===== src/modular_inverse_ext_euclid_defines.svh =====
// ---------------------------------------------------------------------------
// Modular inverse assertion macros
// Shared concurrent assertion forms, clocked on i_clk and disabled in reset.
// ---------------------------------------------------------------------------
`ifndef MODULAR_INVERSE_EXT_EUCLID_DEFINES_SVH
`define MODULAR_INVERSE_EXT_EUCLID_DEFINES_SVH

// Consequent must hold in the same cycle as the antecedent.
`define MIE_ASSERT_SAME(lbl, ante, cons, msg) \
    lbl: assert property (@(posedge i_clk) disable iff (!i_rst_n) (ante) |-> (cons)) \
        else $error(msg);

// Consequent must hold in the cycle after the antecedent.
`define MIE_ASSERT_NEXT(lbl, ante, cons, msg) \
    lbl: assert property (@(posedge i_clk) disable iff (!i_rst_n) (ante) |=> (cons)) \
        else $error(msg);

`endif


===== src/mie_pkg.sv =====
// ---------------------------------------------------------------------------
// Modular inverse package
// Default sizes, reset modulus and the controller/datapath interface types.
// ---------------------------------------------------------------------------
package mie_pkg;

    // Default operand and modulus width.
    localparam int WIDTH = 32;

    // Modulus after reset, cut to the configured width at the top level.
    localparam logic [63:0] MOD_RESET = 64'd998244353;

    // Commands from the controller to the datapath.
    typedef struct packed {
        logic load;      // take a new operand and the modulus
        logic div_init;  // start a quotient: divisor and coefficient copies
        logic norm;      // shift divisor copies left by one
        logic sub;       // conditional subtract, then shift copies right
        logic swap;      // rotate remainders and coefficients
        logic fix1;      // lift a negative coefficient into range
        logic fix2;      // drop a coefficient that reached the modulus
    } t_cmd;

    // Status from the datapath to the controller.
    typedef struct packed {
        logic m_zero;    // configured modulus is zero
        logic r1_zero;   // Euclid loop has finished
        logic can_norm;  // divisor doubled still fits under the remainder
        logic cnt_zero;  // last quotient bit is being processed
    } t_status;

endpackage


===== src/mie_ctrl.sv =====
// ---------------------------------------------------------------------------
// Modular inverse controller
// Sequences load, Euclid steps, coefficient fixup and result hand-off.
// ---------------------------------------------------------------------------
module mie_ctrl (
    input  logic             i_clk,
    input  logic             i_rst_n,
    input  logic             i_valid,
    input  logic             i_out_free,
    input  mie_pkg::t_status i_status,
    output logic             o_stall,
    output logic             o_deliver,
    output mie_pkg::t_cmd    o_cmd
);

    typedef enum logic [2:0] {
        S_IDLE,
        S_TEST,
        S_NORM,
        S_SUB,
        S_SWAP,
        S_FIX1,
        S_FIX2,
        S_DONE
    } t_state;

    t_state r_state;
    t_state n_state;
    logic   r_busy;
    logic   n_busy;

    // Next state and datapath commands.
    always_comb begin
        n_state   = r_state;
        o_cmd     = '0;
        o_deliver = 1'b0;
        unique case (r_state)
            S_IDLE: begin
                if (i_valid) begin
                    o_cmd.load = 1'b1;
                    n_state    = i_status.m_zero ? S_DONE : S_TEST;
                end
            end
            S_TEST: begin
                if (i_status.r1_zero) begin
                    n_state = S_FIX1;
                end else begin
                    o_cmd.div_init = 1'b1;
                    n_state        = S_NORM;
                end
            end
            S_NORM: begin
                if (i_status.can_norm) begin
                    o_cmd.norm = 1'b1;
                end else begin
                    n_state = S_SUB;
                end
            end
            S_SUB: begin
                o_cmd.sub = 1'b1;
                if (i_status.cnt_zero) begin
                    n_state = S_SWAP;
                end
            end
            S_SWAP: begin
                o_cmd.swap = 1'b1;
                n_state    = S_TEST;
            end
            S_FIX1: begin
                o_cmd.fix1 = 1'b1;
                n_state    = S_FIX2;
            end
            S_FIX2: begin
                o_cmd.fix2 = 1'b1;
                n_state    = S_DONE;
            end
            S_DONE: begin
                if (i_out_free) begin
                    o_deliver = 1'b1;
                    n_state   = S_IDLE;
                end
            end
            default: begin
                n_state = S_IDLE;
            end
        endcase
    end

    assign n_busy  = (n_state != S_IDLE);
    assign o_stall = r_busy;

    // State and the registered stall toward the sender.
    always_ff @(posedge i_clk) begin
        if (!i_rst_n) begin
            r_state <= S_IDLE;
            r_busy  <= 1'b0;
        end else begin
            r_state <= n_state;
            r_busy  <= n_busy;
        end
    end

endmodule


===== src/mie_dp.sv =====
// ---------------------------------------------------------------------------
// Modular inverse datapath
// Remainders and Bezout coefficients with a shift-subtract quotient unit.
// ---------------------------------------------------------------------------
module mie_dp #(
    parameter int WIDTH = mie_pkg::WIDTH
) (
    input  logic             i_clk,
    input  mie_pkg::t_cmd    i_cmd,
    input  logic [WIDTH-1:0] i_operand,
    input  logic [WIDTH-1:0] i_modulus,
    output mie_pkg::t_status o_status,
    output logic [WIDTH-1:0] o_inverse,
    output logic             o_exists
);

    // Coefficients never exceed twice the modulus in magnitude.
    localparam int SW = WIDTH + 2;
    localparam int CW = $clog2(WIDTH);

    logic        [WIDTH-1:0] r_r0;
    logic        [WIDTH-1:0] r_r1;
    logic signed [SW-1:0]    r_s0;
    logic signed [SW-1:0]    r_s1;
    logic        [WIDTH:0]   r_d;
    logic signed [SW-1:0]    r_t;
    logic        [CW-1:0]    r_cnt;
    logic signed [SW-1:0]    r_res;
    logic                    r_ok;

    logic        [WIDTH:0]   w_d2;
    logic                    w_ge;
    logic signed [SW-1:0]    w_m_ext;

    assign w_d2    = {r_d[WIDTH-1:0], 1'b0};
    assign w_ge    = (r_d <= {1'b0, r_r0});
    assign w_m_ext = {2'b00, i_modulus};

    // Status toward the controller.
    assign o_status.m_zero   = (i_modulus == '0);
    assign o_status.r1_zero  = (r_r1 == '0);
    assign o_status.can_norm = !r_d[WIDTH] && (w_d2 <= {1'b0, r_r0});
    assign o_status.cnt_zero = (r_cnt == '0);

    // A missing inverse always reads as zero.
    assign o_inverse = r_ok ? r_res[WIDTH-1:0] : '0;
    assign o_exists  = r_ok;

    // One Euclid step is a quotient found one bit per cycle: the divisor is
    // first doubled up to the remainder, then subtracted back down. The
    // coefficient copy follows the divisor, so s0 - q*s1 needs no multiplier.
    always_ff @(posedge i_clk) begin
        if (i_cmd.load) begin
            r_r0  <= i_operand;
            r_r1  <= i_modulus;
            r_s0  <= SW'(1);
            r_s1  <= '0;
            r_ok  <= 1'b0;
            r_res <= '0;
        end else if (i_cmd.div_init) begin
            r_d   <= {1'b0, r_r1};
            r_t   <= r_s1;
            r_cnt <= '0;
        end else if (i_cmd.norm) begin
            r_d   <= w_d2;
            r_t   <= r_t <<< 1;
            r_cnt <= r_cnt + 1'b1;
        end else if (i_cmd.sub) begin
            if (w_ge) begin
                r_r0 <= r_r0 - r_d[WIDTH-1:0];
                r_s0 <= r_s0 - r_t;
            end
            r_d <= r_d >> 1;
            r_t <= r_t >>> 1;
            if (r_cnt != '0) begin
                r_cnt <= r_cnt - 1'b1;
            end
        end else if (i_cmd.swap) begin
            r_r0 <= r_r1;
            r_r1 <= r_r0;
            r_s0 <= r_s1;
            r_s1 <= r_s0;
        end else if (i_cmd.fix1) begin
            r_ok  <= (r_r0 == WIDTH'(1));
            r_res <= r_s0[SW-1] ? (r_s0 + w_m_ext) : r_s0;
        end else if (i_cmd.fix2) begin
            if (r_res >= w_m_ext) begin
                r_res <= r_res - w_m_ext;
            end
        end
    end

endmodule


===== src/modular_inverse_ext_euclid.sv =====
// ---------------------------------------------------------------------------
// Modular inverse, extended Euclidean algorithm
// Returns the inverse of each operand modulo a configured modulus.
// ---------------------------------------------------------------------------
// Usage:
//   Input channel: i_valid, o_stall, i_operand. A word is taken on a rising
//   edge with i_valid high and o_stall low. One operand is worked at a time.
//   Output channel: o_valid, i_stall, o_inverse, o_exists. One result word
//   per operand; o_exists is low and o_inverse zero when no inverse exists.
//   The modulus is written through i_cfg_we / i_cfg_data while idle.
// Sequence:
//   Each operand runs Euclid steps, then a coefficient fixup; the first step
//   reduces the operand. The quotient loop of the datapath finds one bit
//   per cycle. A zero modulus skips the Euclid steps and the fixup.
// Reset and stall:
//   Synchronous reset empties the block and restores the modulus 998244353.
//   A finished word waits in the output register while i_stall is high; the
//   next operand is already taken and worked, and then waits for that slot.
// ---------------------------------------------------------------------------
`include "modular_inverse_ext_euclid_defines.svh"

module modular_inverse_ext_euclid #(
    parameter int WIDTH = mie_pkg::WIDTH
) (
    input  logic             i_clk,
    input  logic             i_rst_n,
    input  logic             i_cfg_we,
    input  logic [WIDTH-1:0] i_cfg_data,
    input  logic             i_valid,
    output logic             o_stall,
    input  logic [WIDTH-1:0] i_operand,
    output logic             o_valid,
    input  logic             i_stall,
    output logic [WIDTH-1:0] o_inverse,
    output logic             o_exists
);

    mie_pkg::t_cmd    w_cmd;
    mie_pkg::t_status w_status;
    logic             w_deliver;
    logic             w_out_free;
    logic [WIDTH-1:0] w_inverse;
    logic             w_exists;

    logic [WIDTH-1:0] r_modulus;
    logic             r_o_valid;
    logic [WIDTH-1:0] r_o_inverse;
    logic             r_o_exists;

    assign w_out_free = !r_o_valid || !i_stall;

    // Modulus register.
    always_ff @(posedge i_clk) begin
        if (!i_rst_n) begin
            r_modulus <= mie_pkg::MOD_RESET[WIDTH-1:0];
        end else if (i_cfg_we) begin
            r_modulus <= i_cfg_data;
        end
    end

    mie_ctrl u_ctrl (
        .i_clk      (i_clk),
        .i_rst_n    (i_rst_n),
        .i_valid    (i_valid),
        .i_out_free (w_out_free),
        .i_status   (w_status),
        .o_stall    (o_stall),
        .o_deliver  (w_deliver),
        .o_cmd      (w_cmd)
    );

    mie_dp #(
        .WIDTH (WIDTH)
    ) u_dp (
        .i_clk     (i_clk),
        .i_cmd     (w_cmd),
        .i_operand (i_operand),
        .i_modulus (r_modulus),
        .o_status  (w_status),
        .o_inverse (w_inverse),
        .o_exists  (w_exists)
    );

    // Output register separating the datapath from the receiver.
    always_ff @(posedge i_clk) begin
        if (!i_rst_n) begin
            r_o_valid <= 1'b0;
        end else if (w_deliver) begin
            r_o_valid <= 1'b1;
        end else if (!i_stall) begin
            r_o_valid <= 1'b0;
        end
    end

    always_ff @(posedge i_clk) begin
        if (w_deliver) begin
            r_o_inverse <= w_inverse;
            r_o_exists  <= w_exists;
        end
    end

    assign o_valid   = r_o_valid;
    assign o_inverse = r_o_inverse;
    assign o_exists  = r_o_exists;

    // An accepted operand keeps the input side closed on the next cycle.
    `MIE_ASSERT_NEXT(a_busy_after_accept, i_valid && !o_stall, o_stall,
                     "input still open after an operand was taken")
    // A word without an inverse carries zero.
    `MIE_ASSERT_SAME(a_zero_when_none, o_valid && !o_exists, o_inverse == '0,
                     "nonzero inverse reported with no inverse")
    // A reported inverse lies below the modulus.
    `MIE_ASSERT_SAME(a_inverse_in_range, o_valid && o_exists, o_inverse < r_modulus,
                     "inverse not below the modulus")

endmodule

===== config.mk =====
export PLATFORM = sky130hd
export DESIGN_NAME = modular_inverse_ext_euclid
export DESIGN_NICKNAME = d
export VERILOG_FILES = /design/src/mie_pkg.sv /design/src/mie_ctrl.sv /design/src/mie_dp.sv /design/src/modular_inverse_ext_euclid.sv
export VERILOG_INCLUDE_DIRS = /design/src /design/src/src
export SDC_FILE = /design/constraint.sdc
export NUM_CORES = 1
export LEC_CHECK = 0
export ABC_AREA = 1
export BUFFER_PORTS_ARGS = -buffer_cell sky130_fd_sc_hd__buf_2
export CORE_MARGIN = 3
export CORE_UTILIZATION = 58
export DETAILED_ROUTE_END_ITERATION = 10
export GPL_TIMING_DRIVEN = 0
export PLACE_DENSITY = 0.79
export SETUP_SLACK_MARGIN = 0.3
export SLEW_MARGIN = 5
export SYNTH_ARGS = -nofsm -noshare
export SYNTH_HDL_FRONTEND = slang
export SYNTH_SLANG_ARGS = --single-unit

===== constraint.sdc =====
create_clock -name i_clk -period 3.5 [get_ports i_clk]
set_input_delay 0.175 -clock i_clk [delete_from_list [all_inputs] [get_ports i_clk]]
set_output_delay 0.175 -clock i_clk [all_outputs]
set_load 0.005 [all_outputs]

# Yosys cells after proc, flatten, opt, wreduce, memory -nomap -nowiden
# Cells that the tools add are included.
# Widths: inputs -> output; s select.
[totals]
register_bits = 309
[op_classes]
muxes = 48
reduce_logical = 28
n_addsub = 6
eq_ne = 14
n_lt_le_gt_ge = 3
bitwise = 5
[op_table]
columns = ["operator", "count"]
rows = [
  ["$mux 32", 12],
  ["$mux 34", 9],
  ["$mux 33", 3],
  ["$le 33x32->1", 2],
  ["$logic_not 32->1", 2],
  ["$add 34x33->34", 1],
  ["$ge 34x33->1", 1],
  ["$sub 34x33->34", 1],
  ["$sub 34x34->34", 1],
  ["$eq 32x1->1 const B", 1],
  ["$sub 32x32->32", 1],
  ["$pmux 3 s8", 1],
  ["$mux 3", 6],
  ["$reduce_and 4->1", 4],
  ["$mux 5", 3],
  ["$mux 1", 14],
  ["$eq 3x3->1 const B", 4],
  ["$reduce_bool 3->1", 4],
  ["$ne 2x1->1 const B", 5],
  ["$reduce_bool 2->1", 5],
  ["$eq 3x2->1 const B", 2],
  ["$reduce_and 6->1", 1],
  ["$add 5x1->5 const B", 1],
  ["$logic_not 5->1", 1],
  ["other kinds (12)", 19],
]

# Longest topological paths before layout
[logic_depth]
word_depth = 7
ltp_mapped = 26
depth_no_buf = 24

# Cells and area by module
# A second synthesis with hierarchy kept.
[hier_totals]
cells_unflattened = 3842
area_unflattened_um2 = 24992.7
[by_module_without_submodules]
columns = ["mod", "seq_area_each_um2", "area_each_um2", "cells_each", "n_inst"]
rows = [
  ["mie_dp", 6145.9, 22372.7, 3559, 1],
  ["modular_inverse_ext_euclid", 1651.6, 2284.7, 226, 1],
  ["mie_ctrl", 80.1, 335.3, 57, 1],
]

# Worst setup path before layout
# OpenSTA, ideal clock, no wires.
[synth_timing]
kind = "reg2reg"
from = "register u_dp.r_d[29]"
to = "register u_dp.r_d[0], enable pin"
arrival_time_ps = 3178
slack_ps = -104
path_stages_with_launch = 12
path_buffers = 1
period_less_slack_ps = 3604
t_required_ps = 3074
cell_sequence = "edfxtp_1 > ha_1 > nand4_1 > nor3_1 > nor2b_1 > nand4_1 > nand2_1 > nand3_1 > buf_2 > nand2_1 > inv_1 > nand2_1"
[synth_via]
elab_chain_len = 6
[synth_lines]
columns = ["item", "line", "source"]
rows = [
  ["start: declaration", "mie_dp.sv:25", "logic [WIDTH:0] r_d;"],
  ["start signal: assignment", "mie_dp.sv:61", "r_d <= {1'b0, r_r1};"],
  ["start signal: assignment", "mie_dp.sv:65", "r_d <= w_d2;"],
  ["start signal: assignment", "mie_dp.sv:73", "r_d <= r_d >> 1;"],
  ["$le 33x32->1", "mie_dp.sv:42", "assign o_status.can_norm = !r_d[WIDTH] && (w_d2 <= {1'b0, r_r0});"],
  ["$logic_and 1x1->1", "mie_dp.sv:42", ""],
  ["$mux 1", "mie_ctrl.sv:53", "if (i_status.can_norm) begin"],
  ["$mux 1", "mie_ctrl.sv:37", "unique case (r_state)"],
  ["$reduce_bool 3->1 (no line)", "n/a", ""],
  ["$reduce_and 2->1 (no line)", "n/a", ""],
]
# No other way between the ends.
# A chain may end at the register's enable or synchronous reset.

# Final worst setup path
[layout_timing]
from = "register u_dp.r_d[23]"
to = "register u_ctrl.r_busy (netlist: u_ctrl.o_stall)"
[layout_via]
elab_chain_len = 5
[layout_lines]
columns = ["item", "line", "source"]
rows = [
  ["$le 33x32->1", "mie_dp.sv:42", ""],
  ["$logic_and 1x1->1", "mie_dp.sv:42", ""],
  ["$mux 3", "mie_ctrl.sv:53", ""],
  ["$pmux 3 s8", "mie_ctrl.sv:37", ""],
  ["$reduce_bool 3->1", "mie_ctrl.sv:89", "assign n_busy = (n_state != S_IDLE);"],
  ["end signal: assignment", "mie_ctrl.sv:99", "r_busy <= n_busy;"],
  ["end: declaration", "mie_ctrl.sv:29", "logic r_busy;"],
]
# No other way between the ends.

==> out/qor.csv <==
stage;metric;value;unit
timing;finalWorstPathRequiredPeriod;3.555;ns
timing;setup_violations;2;
placed_design;gp_congestion;1.025;
floorplanning;core;42420;um^2
detailed_routing;drtIter0Drc;3266;
clocking;clk_path_buf_depth;3;
status;status;complete, but fails checks;
timing;hold_viol;0;
detailed_routing;drt_first_pass_iters;6;
power;powerDensity;511.8;nW/um^2
power;p_sw;6.252;mW
floorplanning;start_util;0.5932;
timing;fin_skew;0.04215;ns
placed_design;placed_cells;4589;
yosys;syn_area;25160;um^2
worst_setup_path;slowest_delay;0.46;ns
detailed_routing;drc_errors;0;
detailed_routing;wl_met1;37890;um
yosys;yosysSeqAreaShare;0.3131;
detailed_routing;top_layer;met5;
yosys;ys_ff_latch;309;
power;share_comb_of_total_power;0.414;
detailed_routing;met3WireLength;9667;um
floorplanning;die_width;214.3;um
timing;finalSetupTns;-0.08880;ns
floorplanning;dieArea;45920;um^2
worst_setup_path;arrival;4.06;ns
grt;grt_first_pass_wirelength;146500;um
worst_setup_path;crit_type;register to register;
worst_setup_path;slowest_stage;edfxtp_1;
worst_setup_path;critPathTopFamily;buffers and inverters;
grt;grt_usage;0.4111;
power;p_int;8.787;mW
yosys;syn_area_per_cell;6.440;um^2
worst_setup_path;cp.buffers_inverters;12;
clocking;cts.sinks;309;
yosys;yosysUniqueCellTypes;47;
grt;gr-total-overflow;0;
floorplanning;rows;75;
clocking;clk_pin_slew_worst_paths;0.06;ns
yosys;synth_nets;4175;
layout;utilization;0.6928;
layout;stdcell_count;4810;
timing;maxSlewViolCount;0;
timing;rsz0062_at_grt;true;
placed_design;io_buffers;102;
detailed_routing;wl;99580;um
power;power.share.clock;0.259;
timing;setup_ws;-0.05537;ns
power;leakagePower;14.87;nW
min_path;hold_path.class;input pin to register;
floorplanning;ios;104;
detailed_routing;vias_per_cell;5.782;
yosys;yosys_warnings;0;
detailed_routing;ant_nets;0;
layout;area_growth;16.79;%
power;p_seq_frac;0.327;
timing;relSlewSlack;0.1261;
detailed_routing;wl_met2;43630;um
worst_setup_path;path_max_fanout;3;
power;swShare;0.4157;
timing;worstMarginPinSlew;1.299;ns
layout;drive_above_1_share;0.08483;
grt;grt_max_degree;33;
timing;fin_crit_sh;1.016;
worst_setup_path;worstPathRequired;4.01;ns
clocking;cts_made_buffers;37;
placed_design;dp_hpwl;76190;um
layout;layout_common_cells;nand2_1 (1203), inv_1 (630), nor2_1 (324), a21oi_1 (282), nand3_1 (276);
clocking;tritoncts;built;
layout;nNetsFinal;4471;
grt;antenna_found_initial;5;
timing;whs;0.04548;ns
worst_setup_path;startpoint_type;register;
status;violations;setup timing;
timing;timing.fmax;0.2813;GHz
detailed_routing;vias;27810;
clocking;cts_root_buf;clkbuf_16;
clocking;clock_latency;0.58;ns
flow_run;drv_cap;0;
power;worst_ir_drop_vdd;455.4;uV
grt;grt_pass1_vias;25740;
worst_setup_path;end_kind;register;
clocking;cts_max_level;2;
yosys;synth_cells;3907;
floorplanning;die_h;214.3;um
detailed_routing;avgRoutedWirePerCell;20.70;um
layout;final_common_cell;nand2_1;
Yosys cell counts (all sizes together):
cell type,count,share of area
a21oi,284,0.056
nand4,36,0.0090
xor2,12,0.0042
nand3b,18,0.0054
or2,8,0.0020
nor3,38,0.0082
nor2b,1,0.00025
a31oi,12,0.0030
a211oi,1,0.00030
o211ai,69,0.021
o21a,6,0.0018
o32ai,1,0.00035
o21ai,241,0.048
o22ai,1,0.00025
a32oi,1,0.00035
inv,644,0.096
clkinv,1,0.00015
nand3,277,0.055
clkbuf,80,0.012
conb,1,0.00015
nor4,20,0.0052
xnor2,7,0.0024
edfxtp,169,0.20
a21boi,6,0.0018
nand2,1223,0.18
fa,5,0.0040
a21o,6,0.0018
o21bai,17,0.0051
ha,194,0.096
nor2,339,0.052
dfxtp,140,0.11
and3,2,0.00050
and2,8,0.0020
buf,39,0.0091
metrics by stage:
step	power [mW]	setup slack, ns	instance area (um^2)
2_1_floorplan	8.530	0.4731	25170
3_3_place_gp	10.17	-0.7667	26400
3_5_place_dp	10.26	-0.4150	26490
4_1_cts	14.42	0.2211	28950
5_1_grt	15.78	-0.1326	29380
6_report	15.04	-0.05537	29390
flip-flops by register name, indices dropped and copies added, names as in the netlist, 3 cells and up:
signal and count:
u_dp.r_res 34, u_dp.r_r1 32, u_dp.r_cnt 5, u_dp.r_r0 32, r_modulus 32, u_dp.r_t 34, u_dp.r_s1 34, u_ctrl.r_state 3
u_dp.r_s0 34, u_dp.r_d 33, o_inverse 32
per-layer routing:
layer,global-route usage,vias up
met2,0.6579,1648
met1,0.5055,12460
met3,0.08275,463
met5,0,-
met4,0.2692,8
li1,-,13230
worst paths after layout:
path / start / end / slack (ns) / cells after the start
setup / recovery: u_dp.r_d[23] / u_ctrl.o_stall / -0.06 / 25
hold reg to reg: u_dp.o_exists / o_exists / 0.45 / 0
setup reg to reg: u_dp.r_d[23] / u_ctrl.o_stall / -0.06 / 25
hold / removal: i_rst_n / r_modulus[10] / 0.05 / 3
final cells by class:
class	count	area, um^2
sequential	309	7878
tap	577	721.9
clock buffer	50	1057
timing repair inverter	1	7.507
antenna	1	2.502
multi-input combinational	2834	14620
fill	3860	13030
buffer	119	553.0
clock inverter	18	137.6
inverter	645	2425
timing repair buffer	256	1984
power groups by stage:
| stage | combinational [mW] | clock, mW | sequential (mW) |
|---|---|---|---|
| floorplan | 3.74 | 0 | 4.79 |
| global placement | 5.18 | 0 | 4.99 |
| detailed placement | 5.28 | 0 | 4.98 |
| CTS | 5.68 | 3.87 | 4.87 |
| global route | 6.80 | 4.05 | 4.94 |
| finish | 6.23 | 3.90 | 4.91 |
tightest hold or removal path, delay by kind of cell:
family | cells | cell delay [ns]
compound gates | 2 | 0.19
buf+inv | 1 | 0.20
cells by family after synthesis:
logic type	count (synthesis)	share of synthesized area
AO/OA/AOI/OAI	645	0.1400
flip-flops	309	0.3131
buffers and inverters	764	0.1173
AND/OR/NAND/NOR	1970	0.3224
other	1	0.0001490
XOR/XNOR	19	0.006614
adder cells (fa/ha/maj)	199	0.1004
timing repair:
action                                  CTS  global route
gates cloned                              1             2
setup buffers                            43            29
resized for setup                        31            47
endpoints found under the setup margin  125           114
hold buffers                             77             0
pin swaps                                12            16
hold endpoints to repair                 64             0
Note: power is estimated with default switching activity, not from simulation.
